<file path="config.mk">
export PLATFORM = sky130hd
export DESIGN_NAME = rtp_reorder_window
export DESIGN_NICKNAME = d
export VERILOG_FILES = /design/src/hw/rtl/rtprw_pkg.sv /design/src/hw/rtl/rtprw_ctrl.sv /design/src/hw/rtl/rtprw_dpath.sv /design/src/hw/rtl/rtp_reorder_window.sv
export VERILOG_INCLUDE_DIRS = /design/src /design/src/hw/rtl
export SDC_FILE = /design/constraint.sdc
export NUM_CORES = 1
export LEC_CHECK = 0
export BUFFER_PORTS_ARGS = -buffer_cell sky130_fd_sc_hd__buf_2
export CELL_PAD_IN_SITES_DETAIL_PLACEMENT = 0
export CELL_PAD_IN_SITES_GLOBAL_PLACEMENT = 1
export CORE_MARGIN = 8
export CORE_UTILIZATION = 52
export DETAILED_ROUTE_END_ITERATION = 8
export PLACE_DENSITY = 0.93
export SKIP_LAST_GASP = 1
export SLEW_MARGIN = 10
export SYNTH_ARGS = -nofsm -noshare
export SYNTH_HDL_FRONTEND = slang
export SYNTH_SLANG_ARGS = --single-unit
</file>
<file path="constraint.sdc">
create_clock -name i_clk -period 12.32 [get_ports i_clk]
set_input_delay 1.848 -clock i_clk [delete_from_list [all_inputs] [get_ports i_clk]]
set_output_delay 1.848 -clock i_clk [all_outputs]
set_load 0.02 [all_outputs]
</file>
<file path="src/hw/rtl/assert_macros.svh">
// assertion macros used by rtp_reorder_window.sv
// no dependencies; define ASSERT_OFF to compile the checks out
`ifndef ASSERT_MACROS_SVH
`define ASSERT_MACROS_SVH

`ifndef ASSERT_OFF

`define ASSERT_HOLDS(label, clk, rst_n, prop, msg) \
    label: assert property (@(posedge clk) disable iff (!rst_n) prop) else $error(msg);

`define ASSERT_NEVER(label, clk, rst_n, expr, msg) \
    label: assert property (@(posedge clk) disable iff (!rst_n) !(expr)) else $error(msg);

`else

`define ASSERT_HOLDS(label, clk, rst_n, prop, msg)

`define ASSERT_NEVER(label, clk, rst_n, expr, msg)

`endif

`endif

</file>
<file path="src/hw/rtl/rtprw_pkg.sv">
// types and constants of the rtp reorder window
// no dependencies; used by rtprw_ctrl, rtprw_dpath and rtp_reorder_window
package rtprw_pkg;

    localparam int CFG_INDEX_W = 2;
    localparam int CFG_DATA_W  = 12;

    localparam logic [CFG_INDEX_W-1:0] CFG_MIN_LENGTH         = 2'd0;
    localparam logic [CFG_INDEX_W-1:0] CFG_MAX_LENGTH         = 2'd1;
    localparam logic [CFG_INDEX_W-1:0] CFG_EXPECTED_LEAD_BYTE = 2'd2;

    localparam logic [10:0] MIN_LENGTH_RESET         = 11'd14;
    localparam logic [11:0] MAX_LENGTH_RESET         = 12'd1500;
    localparam logic [7:0]  EXPECTED_LEAD_BYTE_RESET = 8'd128;

    localparam logic [2:0] KIND_RELEASED_STORED  = 3'd0;
    localparam logic [2:0] KIND_RELEASED_CURRENT = 3'd1;
    localparam logic [2:0] KIND_INVALID_DROPPED  = 3'd2;
    localparam logic [2:0] KIND_LATE_DROPPED     = 3'd3;
    localparam logic [2:0] KIND_STORED           = 3'd4;

    typedef struct packed {
        logic [7:0]  lead_byte;
        logic [15:0] packet_length;
        logic [15:0] seq_num;
        logic [31:0] stamp;
        logic [7:0]  payload_handle;
    } t_in_word;

    typedef struct packed {
        logic [2:0]  kind;
        logic [7:0]  out_handle;
        logic [15:0] out_seq;
        logic        last;
    } t_out_word;

    typedef enum logic [1:0] {
        ST_IDLE,
        ST_CHECK,
        ST_WALK,
        ST_RUN
    } t_state;

    typedef struct packed {
        logic load_item;
        logic emit_invalid;
        logic emit_late;
        logic commit_first;
        logic release_head;
        logic run_last;
        logic skip_head;
        logic jump;
        logic emit_current;
        logic store_item;
    } t_cmd;

    typedef struct packed {
        logic out_free;
        logic invalid;
        logic late;
        logic head_valid;
        logic next_valid;
        logic any_valid;
        logic far;
        logic dist_zero;
    } t_sts;

endpackage

</file>
<file path="src/hw/rtl/rtprw_ctrl.sv">
// sequencer of the rtp reorder window: check, walk and release run
// depends on rtprw_pkg
module rtprw_ctrl (
    input  logic              i_clk,
    input  logic              i_rst_n,
    input  logic              i_in_valid,
    output logic              o_in_ready,
    input  rtprw_pkg::t_sts   i_sts,
    output rtprw_pkg::t_cmd   o_cmd
);
    import rtprw_pkg::*;

    t_state r_state;
    t_state n_state;

    always_ff @(posedge i_clk) begin
        if (!i_rst_n) begin
            r_state <= ST_IDLE;
        end else begin
            r_state <= n_state;
        end
    end

    always_comb begin
        n_state = r_state;
        case (r_state)
            ST_IDLE: begin
                if (i_in_valid) begin
                    n_state = ST_CHECK;
                end
            end
            ST_CHECK: begin
                if (i_sts.invalid || i_sts.late) begin
                    if (i_sts.out_free) begin
                        n_state = ST_IDLE;
                    end
                end else begin
                    n_state = ST_WALK;
                end
            end
            ST_WALK: begin
                if (i_sts.out_free && !i_sts.head_valid && !i_sts.far) begin
                    if (i_sts.dist_zero && i_sts.next_valid) begin
                        n_state = ST_RUN;
                    end else begin
                        n_state = ST_IDLE;
                    end
                end
            end
            ST_RUN: begin
                if (i_sts.out_free && !i_sts.next_valid) begin
                    n_state = ST_IDLE;
                end
            end
            default: n_state = ST_IDLE;
        endcase
    end

    always_comb begin
        o_cmd      = '0;
        o_in_ready = 1'b0;
        case (r_state)
            ST_IDLE: begin
                o_in_ready      = i_rst_n;
                o_cmd.load_item = i_in_valid && i_rst_n;
            end
            ST_CHECK: begin
                if (i_sts.invalid) begin
                    o_cmd.emit_invalid = i_sts.out_free;
                end else if (i_sts.late) begin
                    o_cmd.emit_late = i_sts.out_free;
                end else begin
                    o_cmd.commit_first = 1'b1;
                end
            end
            ST_WALK: begin
                if (i_sts.out_free) begin
                    if (i_sts.head_valid) begin
                        o_cmd.release_head = 1'b1;
                    end else if (i_sts.far) begin
                        o_cmd.skip_head = i_sts.any_valid;
                        o_cmd.jump      = !i_sts.any_valid;
                    end else if (i_sts.dist_zero) begin
                        o_cmd.emit_current = 1'b1;
                    end else begin
                        o_cmd.store_item = 1'b1;
                    end
                end
            end
            ST_RUN: begin
                if (i_sts.out_free) begin
                    o_cmd.release_head = 1'b1;
                    o_cmd.run_last     = 1'b1;
                end
            end
            default: o_cmd = '0;
        endcase
    end

endmodule

</file>
<file path="src/hw/rtl/rtprw_dpath.sv">
// datapath of the rtp reorder window: registers, ring of handles, output word
// depends on rtprw_pkg
module rtprw_dpath #(
    parameter int WINDOW      = 16,
    parameter int HANDLE_BITS = 8
) (
    input  logic                                  i_clk,
    input  logic                                  i_rst_n,
    input  logic                                  i_cfg_valid,
    input  logic [rtprw_pkg::CFG_INDEX_W-1:0]     i_cfg_index,
    input  logic [rtprw_pkg::CFG_DATA_W-1:0]      i_cfg_data,
    input  rtprw_pkg::t_in_word                   i_in_word,
    input  rtprw_pkg::t_cmd                       i_cmd,
    output rtprw_pkg::t_sts                       o_sts,
    output logic                                  o_out_valid,
    input  logic                                  i_out_ready,
    output rtprw_pkg::t_out_word                  o_out_word
);
    import rtprw_pkg::*;

    localparam int HW = (WINDOW > 1) ? $clog2(WINDOW) : 1;

    logic [10:0]            r_min_len;
    logic [11:0]            r_max_len;
    logic [7:0]             r_lead_byte_ref;
    t_in_word               r_item;
    logic                   r_first_seen;
    logic [15:0]            r_exp_seq;
    logic [31:0]            r_ref_stamp;
    logic [HW-1:0]          r_head;
    logic [WINDOW-1:0]      r_valid;
    logic [HANDLE_BITS-1:0] r_handle_mem [WINDOW];
    logic [HANDLE_BITS-1:0] r_head_handle;
    logic                   r_out_valid;
    t_out_word              r_out_word;

    logic                   n_first_seen;
    logic [15:0]            n_exp_seq;
    logic [31:0]            n_ref_stamp;
    logic [HW-1:0]          n_head;
    logic [WINDOW-1:0]      n_valid;
    logic                   n_out_valid;
    t_out_word              n_out_word;

    logic [15:0]            w_dist;
    logic [31:0]            w_stamp_diff;
    logic [HW-1:0]          w_head_inc;
    logic [HW:0]            w_slot_sum;
    logic [HW-1:0]          w_slot;
    logic [HANDLE_BITS-1:0] w_item_handle;
    logic                   w_next_valid;

    assign w_dist        = r_item.seq_num - r_exp_seq;
    assign w_stamp_diff  = r_item.stamp - r_ref_stamp;
    assign w_head_inc    = (r_head == HW'(WINDOW - 1)) ? '0 : r_head + 1'b1;
    assign w_slot_sum    = {1'b0, r_head} + {1'b0, w_dist[HW-1:0]};
    assign w_slot        = (w_slot_sum >= (HW+1)'(WINDOW)) ?
                           HW'(w_slot_sum - (HW+1)'(WINDOW)) : w_slot_sum[HW-1:0];
    assign w_item_handle = HANDLE_BITS'(r_item.payload_handle);
    assign w_next_valid  = r_valid[w_head_inc];

    always_comb begin
        o_sts.out_free   = !r_out_valid || i_out_ready;
        o_sts.invalid    = (r_item.packet_length < {5'd0, r_min_len})
                        || (r_item.packet_length >= {4'd0, r_max_len})
                        || (r_item.lead_byte != r_lead_byte_ref);
        o_sts.late       = !r_first_seen && (w_dist[15] || w_stamp_diff[31]);
        o_sts.head_valid = r_valid[r_head];
        o_sts.next_valid = w_next_valid;
        o_sts.any_valid  = |r_valid;
        o_sts.far        = w_dist >= 16'(WINDOW);
        o_sts.dist_zero  = w_dist == '0;
    end

    always_comb begin
        n_first_seen = r_first_seen;
        n_exp_seq    = r_exp_seq;
        n_ref_stamp  = r_ref_stamp;
        n_head       = r_head;
        n_valid      = r_valid;
        n_out_valid  = r_out_valid && !i_out_ready;
        n_out_word   = r_out_word;

        if (i_cmd.commit_first && r_first_seen) begin
            n_first_seen = 1'b0;
            n_exp_seq    = r_item.seq_num;
            n_ref_stamp  = r_item.stamp;
        end

        if (i_cmd.release_head || i_cmd.skip_head || i_cmd.emit_current) begin
            n_exp_seq = r_exp_seq + 16'd1;
            n_head    = w_head_inc;
        end

        // empty ring: jump straight to the last in-window position
        if (i_cmd.jump) begin
            n_exp_seq = r_item.seq_num - 16'(WINDOW - 1);
        end

        if (i_cmd.release_head) begin
            n_valid[r_head] = 1'b0;
        end

        if (i_cmd.store_item) begin
            n_valid[w_slot] = 1'b1;
        end

        if (i_cmd.emit_invalid || i_cmd.emit_late || i_cmd.emit_current
                || i_cmd.store_item) begin
            n_out_valid           = 1'b1;
            n_out_word.out_handle = 8'(w_item_handle);
            n_out_word.out_seq    = r_item.seq_num;
            n_out_word.last       = 1'b1;
            if (i_cmd.emit_invalid) begin
                n_out_word.kind = KIND_INVALID_DROPPED;
            end else if (i_cmd.emit_late) begin
                n_out_word.kind = KIND_LATE_DROPPED;
            end else if (i_cmd.emit_current) begin
                n_out_word.kind = KIND_RELEASED_CURRENT;
                n_out_word.last = !w_next_valid;
            end else begin
                n_out_word.kind = KIND_STORED;
            end
        end else if (i_cmd.release_head) begin
            n_out_valid           = 1'b1;
            n_out_word.kind       = KIND_RELEASED_STORED;
            n_out_word.out_handle = 8'(r_head_handle);
            n_out_word.out_seq    = r_exp_seq;
            n_out_word.last       = i_cmd.run_last && !w_next_valid;
        end
    end

    always_ff @(posedge i_clk) begin
        if (!i_rst_n) begin
            r_min_len       <= MIN_LENGTH_RESET;
            r_max_len       <= MAX_LENGTH_RESET;
            r_lead_byte_ref <= EXPECTED_LEAD_BYTE_RESET;
            r_first_seen    <= 1'b1;
            r_exp_seq       <= '0;
            r_ref_stamp     <= '0;
            r_head          <= '0;
            r_valid         <= '0;
            r_out_valid     <= 1'b0;
        end else begin
            if (i_cfg_valid) begin
                case (i_cfg_index)
                    CFG_MIN_LENGTH:         r_min_len       <= i_cfg_data[10:0];
                    CFG_MAX_LENGTH:         r_max_len       <= i_cfg_data[11:0];
                    CFG_EXPECTED_LEAD_BYTE: r_lead_byte_ref <= i_cfg_data[7:0];
                    default: ;
                endcase
            end
            r_first_seen <= n_first_seen;
            r_exp_seq    <= n_exp_seq;
            r_ref_stamp  <= n_ref_stamp;
            r_head       <= n_head;
            r_valid      <= n_valid;
            r_out_valid  <= n_out_valid;
        end
    end

    always_ff @(posedge i_clk) begin
        if (i_cmd.load_item) begin
            r_item <= i_in_word;
        end
        r_out_word <= n_out_word;
    end

    // handle ring, read ahead at the next head position
    always_ff @(posedge i_clk) begin
        if (i_cmd.store_item) begin
            r_handle_mem[w_slot] <= w_item_handle;
        end
        r_head_handle <= r_handle_mem[n_head];
    end

    assign o_out_valid = r_out_valid;
    assign o_out_word  = r_out_word;

endmodule

</file>
<file path="src/hw/rtl/rtp_reorder_window.sv">
// channel   dir   handshake                  word
// input     in    i_in_valid / o_in_ready    i_in_word (t_in_word)
// output    out   o_out_valid / i_out_ready  o_out_word (t_out_word)
// config    in    i_cfg_valid / o_cfg_ready  i_cfg_index, i_cfg_data
//
// a word is taken in idle, checked in the next cycle, then the ring is walked one slot per cycle
// while the output register has room; a drop is emitted in the check state, while a store or
// in-order word is walked to its slot; a far word with an empty ring moves the expected number in a single jump
// results come through one output register; a step that emits waits while it is full and not being read
// synchronous reset empties the ring and restores the register defaults
// top level of the rtp reorder window; depends on rtprw_pkg, rtprw_ctrl, rtprw_dpath
`include "assert_macros.svh"
module rtp_reorder_window #(
    parameter int WINDOW      = 16,
    parameter int HANDLE_BITS = 8
) (
    input  logic                              i_clk,
    input  logic                              i_rst_n,
    input  logic                              i_cfg_valid,
    output logic                              o_cfg_ready,
    input  logic [rtprw_pkg::CFG_INDEX_W-1:0] i_cfg_index,
    input  logic [rtprw_pkg::CFG_DATA_W-1:0]  i_cfg_data,
    input  logic                              i_in_valid,
    output logic                              o_in_ready,
    input  rtprw_pkg::t_in_word               i_in_word,
    output logic                              o_out_valid,
    input  logic                              i_out_ready,
    output rtprw_pkg::t_out_word              o_out_word
);
    import rtprw_pkg::*;

    t_cmd       w_cmd;
    t_sts       w_sts;
    logic       w_emit;
    logic [2:0] w_step;

    assign o_cfg_ready = i_rst_n;

    rtprw_ctrl u_ctrl (
        .i_clk      (i_clk),
        .i_rst_n    (i_rst_n),
        .i_in_valid (i_in_valid),
        .o_in_ready (o_in_ready),
        .i_sts      (w_sts),
        .o_cmd      (w_cmd)
    );

    rtprw_dpath #(
        .WINDOW      (WINDOW),
        .HANDLE_BITS (HANDLE_BITS)
    ) u_dpath (
        .i_clk       (i_clk),
        .i_rst_n     (i_rst_n),
        .i_cfg_valid (i_cfg_valid && o_cfg_ready),
        .i_cfg_index (i_cfg_index),
        .i_cfg_data  (i_cfg_data),
        .i_in_word   (i_in_word),
        .i_cmd       (w_cmd),
        .o_sts       (w_sts),
        .o_out_valid (o_out_valid),
        .i_out_ready (i_out_ready),
        .o_out_word  (o_out_word)
    );

    assign w_emit = w_cmd.emit_invalid || w_cmd.emit_late || w_cmd.release_head
                 || w_cmd.emit_current || w_cmd.store_item;
    assign w_step = {w_emit, w_cmd.skip_head, w_cmd.jump};

    `ASSERT_HOLDS(a_emit_needs_room, i_clk, i_rst_n, w_emit |-> w_sts.out_free, "emit when full")
    `ASSERT_HOLDS(a_one_word, i_clk, i_rst_n, (i_in_valid && o_in_ready) |=> !o_in_ready, "busy")
    `ASSERT_NEVER(a_head_empty, i_clk, i_rst_n, o_in_ready && w_sts.head_valid, "head occupied")
    `ASSERT_HOLDS(a_single_step, i_clk, i_rst_n, $onehot0(w_step), "more than one ring step")

endmodule

</file>
* After elaboration in Yosys (flattened, before gate mapping) *
Memories as Yosys holds them, arrays and structs flattened. A register that Yosys moved wholly into a read port is not among the register bits.
Cells that the tools add are included.

word-level totals
  register bits = 211
  bits in writable memories = 128
  bits of input ports = 99
  output and inout bits = 31
  logic and storage cells = 143
  memories = 1

operators by class
  $add $sub $neg = 7
  $lt $le $gt $ge = 9
  eq/ne operators = 11
  multiplexer cells = 54
  bitwise gates (word level) = 3
  reduce and logical (&&, ||, !) cells = 39

memory list
  name                  words  bits a word  read ports  clocked after Yosys merged registers in  wr ports  line               text
  u_dpath.r_handle_mem  16     8            1           1                                        1         rtprw_dpath.sv:32  logic [HANDLE_BITS-1:0] r_handle_mem [WINDOW];

operators by type and width
  kind                                                                          count
  16-bit 2-to-1 mux                                                             5
  28-bit 2-to-1 mux                                                             2
  32-bit subtractor                                                             1
  4-bit 2-to-1 mux                                                              6
  1-bit 2-to-1 mux                                                              21
  2-bit 2-to-1 mux                                                              10
  16-bit by 1-bit adder with 16-bit output, second input constant               1
  16-bit bitwise AND                                                            1
  16-bit by 12-bit >= comparator with 1-bit output                              1
  16-bit by 5-bit >= comparator with 1-bit output, second input constant        1
  16-bit logical NOT                                                            1
  16-bit by 11-bit less-than comparator with 1-bit output                       1
  16-bit NOT                                                                    1
  16-bit OR                                                                     1
  16-bit OR reduction                                                           1
  16-bit subtractor                                                             1
  16-bit by 4-bit subtractor with 16-bit output, second input constant          1
  4-bit by 5-bit less-than comparator with 1-bit output, second input constant  3
  1-bit logical AND                                                             12
  3-bit 2-to-1 mux                                                              4
  1-bit logical OR                                                              10
  1-bit binary-select mux with 4-bit select                                     2
  1-bit demux with 4-bit select                                                 2
  4-bit by 1-bit >= comparator with 1-bit output, second input constant         2
  other kinds (19)                                                              32

* Longest topological paths before layout *
Gate-level depths: netlist of the first run.

  depth after elaboration = 11
  mapped depth = 18
  gate-level depth less buffers = 15

* Cells and area by module *
Synthesis of the first run repeated with hierarchy kept, for this count alone.

second synthesis, totals
  cell total of the unflattened synthesis = 1399
  area, all modules = 16199.3 um2

by module, submodules not included
  module              instances  cells an instance  area each (um2)  seq. area each (um2)
  rtprw_dpath         1          1366               15919.0          9268.9
  rtprw_ctrl          1          31                 266.5            40.0
  rtp_reorder_window  1          2                  13.8             0.0

* Worst setup path before layout of the first run *
Ideal clock, no wire load.

  kind = input-to-reg
  from = input i_rst_n
  to = register u_dpath.r_item[10] (netlist name) (enable)
  library setup time = 0.528 ns
  arrival = 5.784 ns
  required time = 11.792 ns
  setup slack = 6.009 ns
  stages on the path = 3
  path buffers = 1
  cell sequence = clkbuf_1 nand2b_1 nor2b_1

RTL lines
  item                  line                      text
  from (decl)           rtp_reorder_window.sv:18  input logic i_rst_n,
  to (signal assigned)  rtprw_dpath.sv:164        r_item <= i_in_word;
  to (decl)             rtprw_dpath.sv:26         t_in_word r_item;

* Worst setup path in the final report of the first run *
  from = register u_dpath.r_head[0]
  to = register u_dpath.r_head_handle[1] (read register of u_dpath.r_handle_mem)

between the ends
  word-level cells in the longest chain between the ends = 8
  elaborated cells between the ends (all ways) = 14
  those cells by class = 1 x add/sub; 1 x eq/ne; 10 x mux; 2 x reduce/logical

ends and longest elaborated chain
  item                                                                              line                text
  from (decl)                                                                       rtprw_dpath.sv:30   logic [HW-1:0] r_head;
  from (signal assigned)                                                            rtprw_dpath.sv:156  r_head <= n_head;
  1-bit binary-select mux with 4-bit select                                         rtprw_dpath.sv:68   o_sts.head_valid = r_valid[r_head];
  1-bit 2-to-1 mux (implied by the code)                                            rtprw_dpath.sv:68
  1-bit 2-to-1 mux / 4-bit 2-to-1 mux (equally long branches)                       rtprw_ctrl.sv:78    if (i_sts.head_valid) begin
  1-bit 2-to-1 mux / 4-bit 2-to-1 mux (equally long branches)                       rtprw_ctrl.sv:77    if (i_sts.out_free) begin
  1-bit one-hot mux with 2 select lines / 4-bit 2-to-1 mux (equally long branches)  rtprw_ctrl.sv:62    case (r_state)
  1-bit logical OR (2 in series)                                                    rtprw_dpath.sv:90   if (i_cmd.release_head || i_cmd.skip_head || i_cmd.emit_current) begin
  4-bit 2-to-1 mux *                                                                rtprw_dpath.sv:90
  to (decl)                                                                         rtprw_dpath.sv:33   logic [HANDLE_BITS-1:0] r_head_handle;

Every way passes the cells marked *; elsewhere a longest branch is shown, timed or not. The select of a mux whose other input is x is not followed.
A chain may end at the register's enable or synchronous reset.

==> summary.txt, run 1 <==
Setup path
  • Req. time, crit path: 12710 ps
  • Bufs and invs on worst path: 3
  • RR Endpoint: u_dpath.r_head_handle[1]
  • Crit-path max cell delay: a little under 600 ps
  • CP Class: flip-flop to flip-flop
  • Flop2flop setup slack: 7050 ps
  • Worst endpoint data arrival time: 5660 ps
  • Critical Path, Cell by Cell: buf_4, mux4_2, mux4_2, nor2_1, nand2_1, nor4_1, a21oi_1, and2_1, buf_4, a21oi_4, buf_4, mux2_2, a2111oi_2, o211ai_1
  • Crit-path max FO: 41
  • Cell repeated most along the worst path: buf_4
  • Path depth of the worst reg2reg path: 14
  • Crit path max-delay family: multiplexers
  • Worst reg2reg startpoint: u_dpath.r_head[0]
  • Crit end category: flip-flop
  • Critical path's slowest cell: mux4_2
  • CP Launch Type: flip-flop

Power
  • Net Sw Frac: a little under a quarter
  • Clock Power Share: a little over two fifths
  • Reg power frac: 49.5%
  • Gate power share: about 9%
  • Switch Pwr: 626 uW
  • Worst IR Drop VDD: 0.105 mV
  • LEAKAGE: 0.00760 uW
  • P per Cell Area: roughly 140 mW/mm2
  • Power Internal: 2010 uW

Finish
  • Final instance area: ~0.019 mm2
  • Ant. Diodes: 0
  • Final nets: 1833
  • Fraction of layout cells with a size suffix above 1: 16.0%
  • Fill count: about 2600
  • Layout Area Growth over Synthesis: 13.4%

Clocking
  • Clock Latency Late Sink: 540 ps
  • Clk root buf: clkbuf_16
  • Clock transition at the registers of the reported paths: around 60 ps
  • Clk buf depth: 3
  • Hold_buf cts: 0
  • CTS tree: built
  • Inserted Clock Buffers: 37
  • Post-CTS setup buffer count: 0
  • Num Clock Sinks: 347
  • H-tree Lvls: 2
  • Post-CTS sizing: 0

STA
  • Hold Vio Cnt, Final: 0
  • Final Critical Period: approximately 5300 ps
  • RSZ-0062 raised after global routing: no
  • Max frequency: 0.190 GHz
  • Setup Skew: 19.5 ps
  • Final max-slew violation count: 0
  • Relative slew slack: 24.1%
  • Setup TNS: 0 ps
  • Final worst path period share: 42.8%
  • Worst-margin pin slew: approximately 1100 ps
  • Setup violations, final: 0

Drt
  • Antenna Nets Post-Route: 0
  • WL/cell: 19.6 um
  • DR DRC count: 0
  • TritonRoute pass-1 iters: 6
  • First-iteration detailed-routing DRC count: 971
  • Via density per instance: 5.80
  • Via Count: 12100
  • WL final: 41000 um

Yosys
  • Post-synthesis xor/xnor area fraction: 1.97%
  • Dominant synthesized flop cell: edfxtp_1
  • Adder-cell share of the synthesized area: 5.88%
  • Synth unique cells: 66
  • Largest family of logic cells by synthesized area: compound AO/OA/AOI/OAI gates
  • Mux contribution to synthesized area: 7.26%
  • Simple-Gate Fraction of Synth Area: 11.7%
  • Synthesis Warnings: 0
  • FFs w/ async S/R, synth: 0%
  • Syn_area_per_cell: 11.0 um2
  • Compound-cell area share of the yosys netlist: 14.0%
  • FF+latch count, synth: 347
  • Syn Std Cell Area: about 0.017 mm2
  • Syn_nets: between 1500 and 2000
  • Number of synthesized flops with an enable pin: 236
  • Mapped Cells: 1538
  • Seq/Total Area, Yosys: 55.2%

Placement
  • RePlAce Congestion: 0.900
  • Cell Area, Placed: 0.0179 mm2
  • Post-DP HPWL: 28000 um
  • IO buf count: 129

Floorplan
  • Core Region: roughly 0.032 mm2
  • Total die area: 0.0384 mm2
  • Die Y: 196 um
  • Initial core utilization: 52.4%
  • Site Rows: 66
  • Chip width: 196 um
  • I/O Pins: 130

GRT
  • Total grt overflow: 0
  • First-pass GRT wire length: 64400 um
  • Initial antenna violation count: 2
  • Largest net degree at the start of global routing: 81
  • Total GRT Usage: 20.9%
  • Vias in the first global route: 12100

Hold path
  • Worst Hold Endpoint: u_dpath.r_min_len[4]
  • Worst Hold Class: flip-flop to flip-flop
  • Hold_sp: u_dpath.r_min_len[4]
  • Hold path cells: 2

Outcome
  • Status: finished clean

Run
  • Max cap viols: 0
-- cell type report --
class | instances | area (um2) | area share [%]
flip-flops and latches | 347 | 9310 | 48.7
multi-input cells | 1019 | 6930 | 36.3
clock buffers | 48 | 1040 | 5.43
repair buffers | 143 | 751 | 3.93
well taps | 408 | 510 | 2.67
inverters | 108 | 405 | 2.12
clock inverters | 20 | 171 | 0.897
-- cells in the final DEF, fill, tap and decap left out, types with 4 or more instances in the layout --
master	synthesis	final
o22a_1	8	8
buf_4	1	14
clkbuf_16	0	38
a32oi_1	11	11
o22ai_1	4	4
edfxtp_1	236	236
or3_1	14	14
mux4_2	9	9
o211ai_1	32	32
nor4_1	12	12
clkbuf_1	52	5
and3_1	15	15
nor2b_1	7	6
and2_1	8	8
nand3_1	18	18
clkinv_2	0	6
a21oi_1	141	141
xor2_1	17	17
mux2_4	5	5
xnor2_1	21	21
nand2b_1	10	10
clkbuf_8	0	5
mux2_2	36	36
ha_1	76	76
a31oi_1	8	7
buf_2	9	129
mux2i_1	53	53
nor3_1	19	19
a211oi_1	6	6
nand4_1	13	13
a2111oi_2	8	8
clkinv_1	0	9
nand2_1	234	234
inv_1	106	106
o21ai_0	40	39
o21a_1	19	19
dfxtp_1	111	111
o211a_1	10	10
nor2_1	79	78
a21o_1	39	39
-- registers in the layout (all words and copies together), names as in the netlist, 11 cells and up --
name,count
u_dpath.r_valid,16
u_dpath.r_handle_mem,128
u_dpath.r_ref_stamp,32
u_dpath.r_max_len,12
u_dpath.r_exp_seq,16
u_dpath.o_out_word,28
u_dpath.r_min_len,11
u_dpath.r_item,72
-- cells by family after synthesis --
group | Yosys count
multiplexers | 104
XOR/XNOR | 38
flip-flops | 347
AO/OA/AOI/OAI | 355
adder cells (fa/ha/maj) | 78
buffers and inverters | 172
AND/OR/NAND/NOR | 444
-- worst register-to-register path: stages, from the launching register on --
cell	delay [ps]
dfxtp_1	330
buf_4	440
mux4_2	620
mux4_2	520
nor2_1	270
nand2_1	200
nor4_1	320
a21oi_1	200
and2_1	200
buf_4	260
a21oi_4	190
buf_4	520
mux2_2	450
a2111oi_2	450
o211ai_1	160
-- stage by stage --
step | hold slack [ps] | std cells | utilization, % | power (uW) | setup slack (ps)
3_5_place_dp | 447 | 2025 | 55.6 | 1560 | 7080
6_report | 452 | 2093 | 59.4 | 2640 | 7050
3_3_place_gp | 443 | 2025 | 55.6 | 1560 | 7210
5_1_grt | 470 | 2093 | 59.4 | 2730 | 6770
2_1_floorplan | 436 | 1538 | - | 1480 | 6010
4_1_cts | 455 | 2093 | 59.4 | 2650 | 7130
-- cells in the mapped netlist, types with 18 or more instances --
library cell	instances	area share, %
nand3_1	18	0.53
o21ai_0	40	1.2
dfxtp_1	111	13
a21o_1	39	1.7
o211ai_1	32	1.4
xnor2_1	21	1.1
nor3_1	19	0.56
ha_1	76	5.6
clkbuf_1	52	1.2
edfxtp_1	236	42
nor2_1	79	1.8
a21oi_1	141	4.2
o21a_1	19	0.85
mux2_2	36	2.4
mux2i_1	53	3.1
inv_1	106	2.4
nand2_1	234	5.2
-- worst max-delay path by stage --
stage / slack (ps) / start / end / cells after the start
6_report: 7050 / u_dpath.r_head[0] / u_dpath.r_head_handle[1] / 14
5_1_grt: 6770 / u_dpath.r_head[0] / u_dpath.r_head_handle[1] / 14
4_1_cts: 7130 / u_dpath.r_head[0] / u_dpath.r_head_handle[1] / 14
3_5_place_dp: 7080 / i_out_ready / u_dpath.r_head_handle[1] / 13
3_3_place_gp: 7210 / i_out_ready / u_dpath.r_head_handle[1] / 13
2_1_floorplan: 6010 / i_rst_n / u_dpath.r_item[10] / 3
-- power groups by stage --
stage | logic [uW] | clock network [uW] | registers (uW)
after global placement | 228 | 0 | 1330
after detailed placement | 232 | 0 | 1330
after global routing | 258 | 1160 | 1310
final | 235 | 1100 | 1300
after CTS | 234 | 1120 | 1300
after floorplan | 152 | 0 | 1330
-- layer usage --
metal	GRT usage, %	up-vias	wire length (um)
met5	0	-	23
met4	7.30	4	1300
met3	4.03	92	3030
met2	34.2	485	19300
met1	27.4	5732	17300
li1	-	5821	-
Note: power is estimated with default switching activity, not from simulation.
==> inputs of run 2 (changes only) <==
--- a/config.mk
+++ b/config.mk
@@ -6,13 +6,14 @@
 export SDC_FILE = /design/constraint.sdc
 export NUM_CORES = 1
 export LEC_CHECK = 0
+export ABC_AREA = 1
 export BUFFER_PORTS_ARGS = -buffer_cell sky130_fd_sc_hd__buf_2
 export CELL_PAD_IN_SITES_DETAIL_PLACEMENT = 0
 export CELL_PAD_IN_SITES_GLOBAL_PLACEMENT = 1
 export CORE_MARGIN = 8
-export CORE_UTILIZATION = 52
+export CORE_UTILIZATION = 47
 export DETAILED_ROUTE_END_ITERATION = 8
-export PLACE_DENSITY = 0.93
+export PLACE_DENSITY = 0.89
 export SKIP_LAST_GASP = 1
 export SLEW_MARGIN = 10
 export SYNTH_ARGS = -nofsm -noshare
==> constraint.sdc (replaced) <==
create_clock -name i_clk -period 5.4 [get_ports i_clk]
set_input_delay 0.81 -clock i_clk [delete_from_list [all_inputs] [get_ports i_clk]]
set_output_delay 0.81 -clock i_clk [all_outputs]
set_load 0.02 [all_outputs]
==> run 2 against run 1 <==
Sequential share of layout area is 1.1 points lower. Largest cell class unchanged. Highest routed layer is now met4. Critical endpoint is now u_dpath.r_head_handle[2]. Synthesized cell count is 26% higher. Hold slack worse by 9.7 ps.
==> summary.txt, run 2 <==
Placement
  • IO buf count: 129
  • Dpl ws: 849 ps
  • RePlAce Congestion: roughly 0.92
  • Post-DP HPWL: 29300 um

Yosys
  • Syn_nets: 2110
  • Syn Std Cell Area: 0.0172 mm2
  • Dominant synthesized flop cell: edfxtp_1
  • Commonest cells post-synth: nand2_1 (431), inv_1 (335), edfxtp_1 (236), nand3_1 (212), a21oi_1 (119)
  • Top cell type's share of synthesized area: 41.2%
  • Mapped Cells: 1933
  • Number of synthesized flops with an enable pin: 236
  • Post-synth top area cell: edfxtp_1
  • Syn_area_per_cell: slightly below 9 um2
  • FF+latch count, synth: around 350
  • Synth unique cells: 47
  • Count leader, synth: nand2_1
  • Seq/Total Area, Yosys: 54.2%
  • FFs w/ async S/R, synth: 0%
  • Synth top area cells: edfxtp_1 (41%), dfxtp_1 (13%), nand2_1 (9.4%)
  • Synthesis Warnings: 0

Finish
  • Ant. Diodes: 0
  • Fraction of layout cells with a size suffix above 1: 11.5%
  • Max reg flops: approximately 130
  • Register Area: 0.00931 mm2
  • Area of the multi-input gates: 0.00630 mm2
  • Commonest non-fill, non-tap cell in the layout: nand2_1
  • Top flop regs: u_dpath.r_handle_mem x128, u_dpath.r_item x72, u_dpath.r_ref_stamp x32
  • Most frequent cells in the layout: nand2_1 (431), inv_1 (335), edfxtp_1 (236)
  • Final nets: 2240
  • Layout Area Growth over Synthesis: 13.8%
  • Biggest register: u_dpath.r_handle_mem
  • Post-layout util: 53.8%
  • Fill count: 3241

GRT
  • Met3 Usage GRT: between 3 and 4%
  • Initial antenna violation count: 0
  • Met1 usage: 25.0%
  • Total GRT Usage: 19.1%
  • Total grt overflow: 0
  • Largest net degree at the start of global routing: 58
  • Most Crowded Layer GR: met2
  • Vias in the first global route: 13200
  • Grt met2 use: roughly 32%
  • First-pass GRT wire length: 67700 um

Setup path
  • Crit-path max FO: 43
  • Critical path's slowest cell: nand2_2
  • Cell repeated most along the worst path: nand2_1
  • CP Launch Type: flip-flop
  • Bufs and invs on worst path: 2
  • Req. time, crit path: 5820 ps
  • Critical Path, Cell by Cell: inv_1, ha_1, nand2_1, inv_1, a21oi_1, nand3_1, nand2_1, nand2_1, nor2_1, nand2_1, nor2_2, nand4_4, nand2_4, nand2_2, nand2_2, nand2_1, nand3_1, nand3_1, nand3_1, nand2_1
  • CP Class: flip-flop to flip-flop
  • Crit end category: flip-flop
  • Crit path max-delay family: simple AND/OR/NAND/NOR gates
  • Worst endpoint data arrival time: 5050 ps
  • Crit-path max cell delay: 790 ps

Floorplan
  • Site Rows: 70
  • Initial core utilization: 47.3%
  • Core Region: approximately 0.036 mm2
  • Chip width: 207 um
  • Die Y: 207 um
  • I/O Pins: 130
  • Total die area: 0.0429 mm2

STA
  • Max frequency: 0.216 GHz
  • Setup violations, final: 0
  • Final max-slew violation count: 0
  • Final worst slack: 772 ps
  • RSZ-0062 raised after global routing: no
  • Hold Vio Cnt, Final: 0
  • Worst-margin pin slew: around 1200 ps
  • Setup TNS: 0 ps
  • Setup Skew: 20.4 ps
  • Final worst path period share: a little under nine tenths
  • Relative slew slack: between 10% and 20%
  • Final Critical Period: 4630 ps

Clocking
  • Post-CTS setup buffer count: 0
  • Num Clock Sinks: 347
  • Clk buf depth: 3
  • Hold_buf cts: 0
  • Clock transition at the registers of the reported paths: 60 ps
  • H-tree Lvls: 2
  • Clock Latency Late Sink: 540 ps
  • Clk root buf: clkbuf_16
  • CTS tree: built
  • Post-CTS sizing: 0
  • Inserted Clock Buffers: 38

Drt
  • First-iteration detailed-routing DRC count: 1069
  • Antenna Nets Post-Route: 0
  • WL/cell: 16.4 um
  • WL final: 41900 um
  • Via Count: 13400
  • TritonRoute pass-1 iters: 5
  • DR DRC count: 0
  • Via density per instance: 5.25

Power
  • LEAKAGE: ~0.0085 uW
  • Pwr Total: around 6000 uW
  • Worst IR Drop VDD: 0.246 mV
  • P per Cell Area: ~300 mW/mm2

Hold path
  • Worst Hold Class: primary input to flip-flop

Outcome
  • Status: finished clean

Run
  • Max cap viols: 0
run 2: cell count changes in the layout (fill, tap and decap cells not counted), sizes merged, moves of 17 or more:
cell	previous run	this run
nor2	79	98
o21ai	43	89
mux2	42	0
mux2i	53	0
a21o	39	1
nand3	18	215
nand2	234	437
o211ai	33	16
a21oi	142	120
inv	110	345
run 2: logic make-up (layout without fill, tap and decap cells):
logic type                 after synthesis  in the layout  synth area share (%)
and+or+nand+nor                        811            811                  20.5
DFF                                    347            347                  54.2
buffers and inverters                  400            560                  9.25
AOI/OAI and AO/OA                      261            261                  8.52
xor gates and xnor gates                36             36                  1.83
adders and majority gates               78             78                  5.77
run 2: worst paths after layout:
kind | startpoint | endpoint | slack [ps] | depth (start not counted)
worst min register to register | u_dpath.r_max_len[1] | u_dpath.r_max_len[1] | 460 | 2
worst min-delay path | i_in_word[4] | u_dpath.w_item_handle[4] | 440 | 1
worst max register to register | u_dpath.r_exp_seq[10] | u_dpath.r_head_handle[2] | 770 | 20
worst max-delay path | u_dpath.r_exp_seq[10] | u_dpath.r_head_handle[2] | 770 | 20
run 2: cell type report:
class                      count  area share (%)
clock inverter                15           0.902
multi-input combinational   1186            32.2
timing repair buffer         148            4.09
tap                          468            2.99
clock buffer                  55            5.65
sequential                   347            47.6
inverter                     342            6.56
run 2: power by group:
part	switching (uW)	total, uW	internal (uW)
Sequential	42.8	2950	2910
Clock	1060	2640	1580
Combinational	236	357	121
Total	1340	5950	4610
run 2: routing by layer:
layer / up-vias / wire length, um
li1: 6644 / -
met4: 0 / 954
met5: - / 0
met1: 6253 / 18900
met2: 462 / 19500
met3: 74 / 2580
run 2: through the flow:
step	cell area (um2)	hold WS [ps]	cells
after global placement	18300	443	2491
final	19600	442	2561
after global routing	19600	424	2561
after detailed placement	18300	451	2491
after CTS	19600	418	2561
after floorplan	17200	433	1933
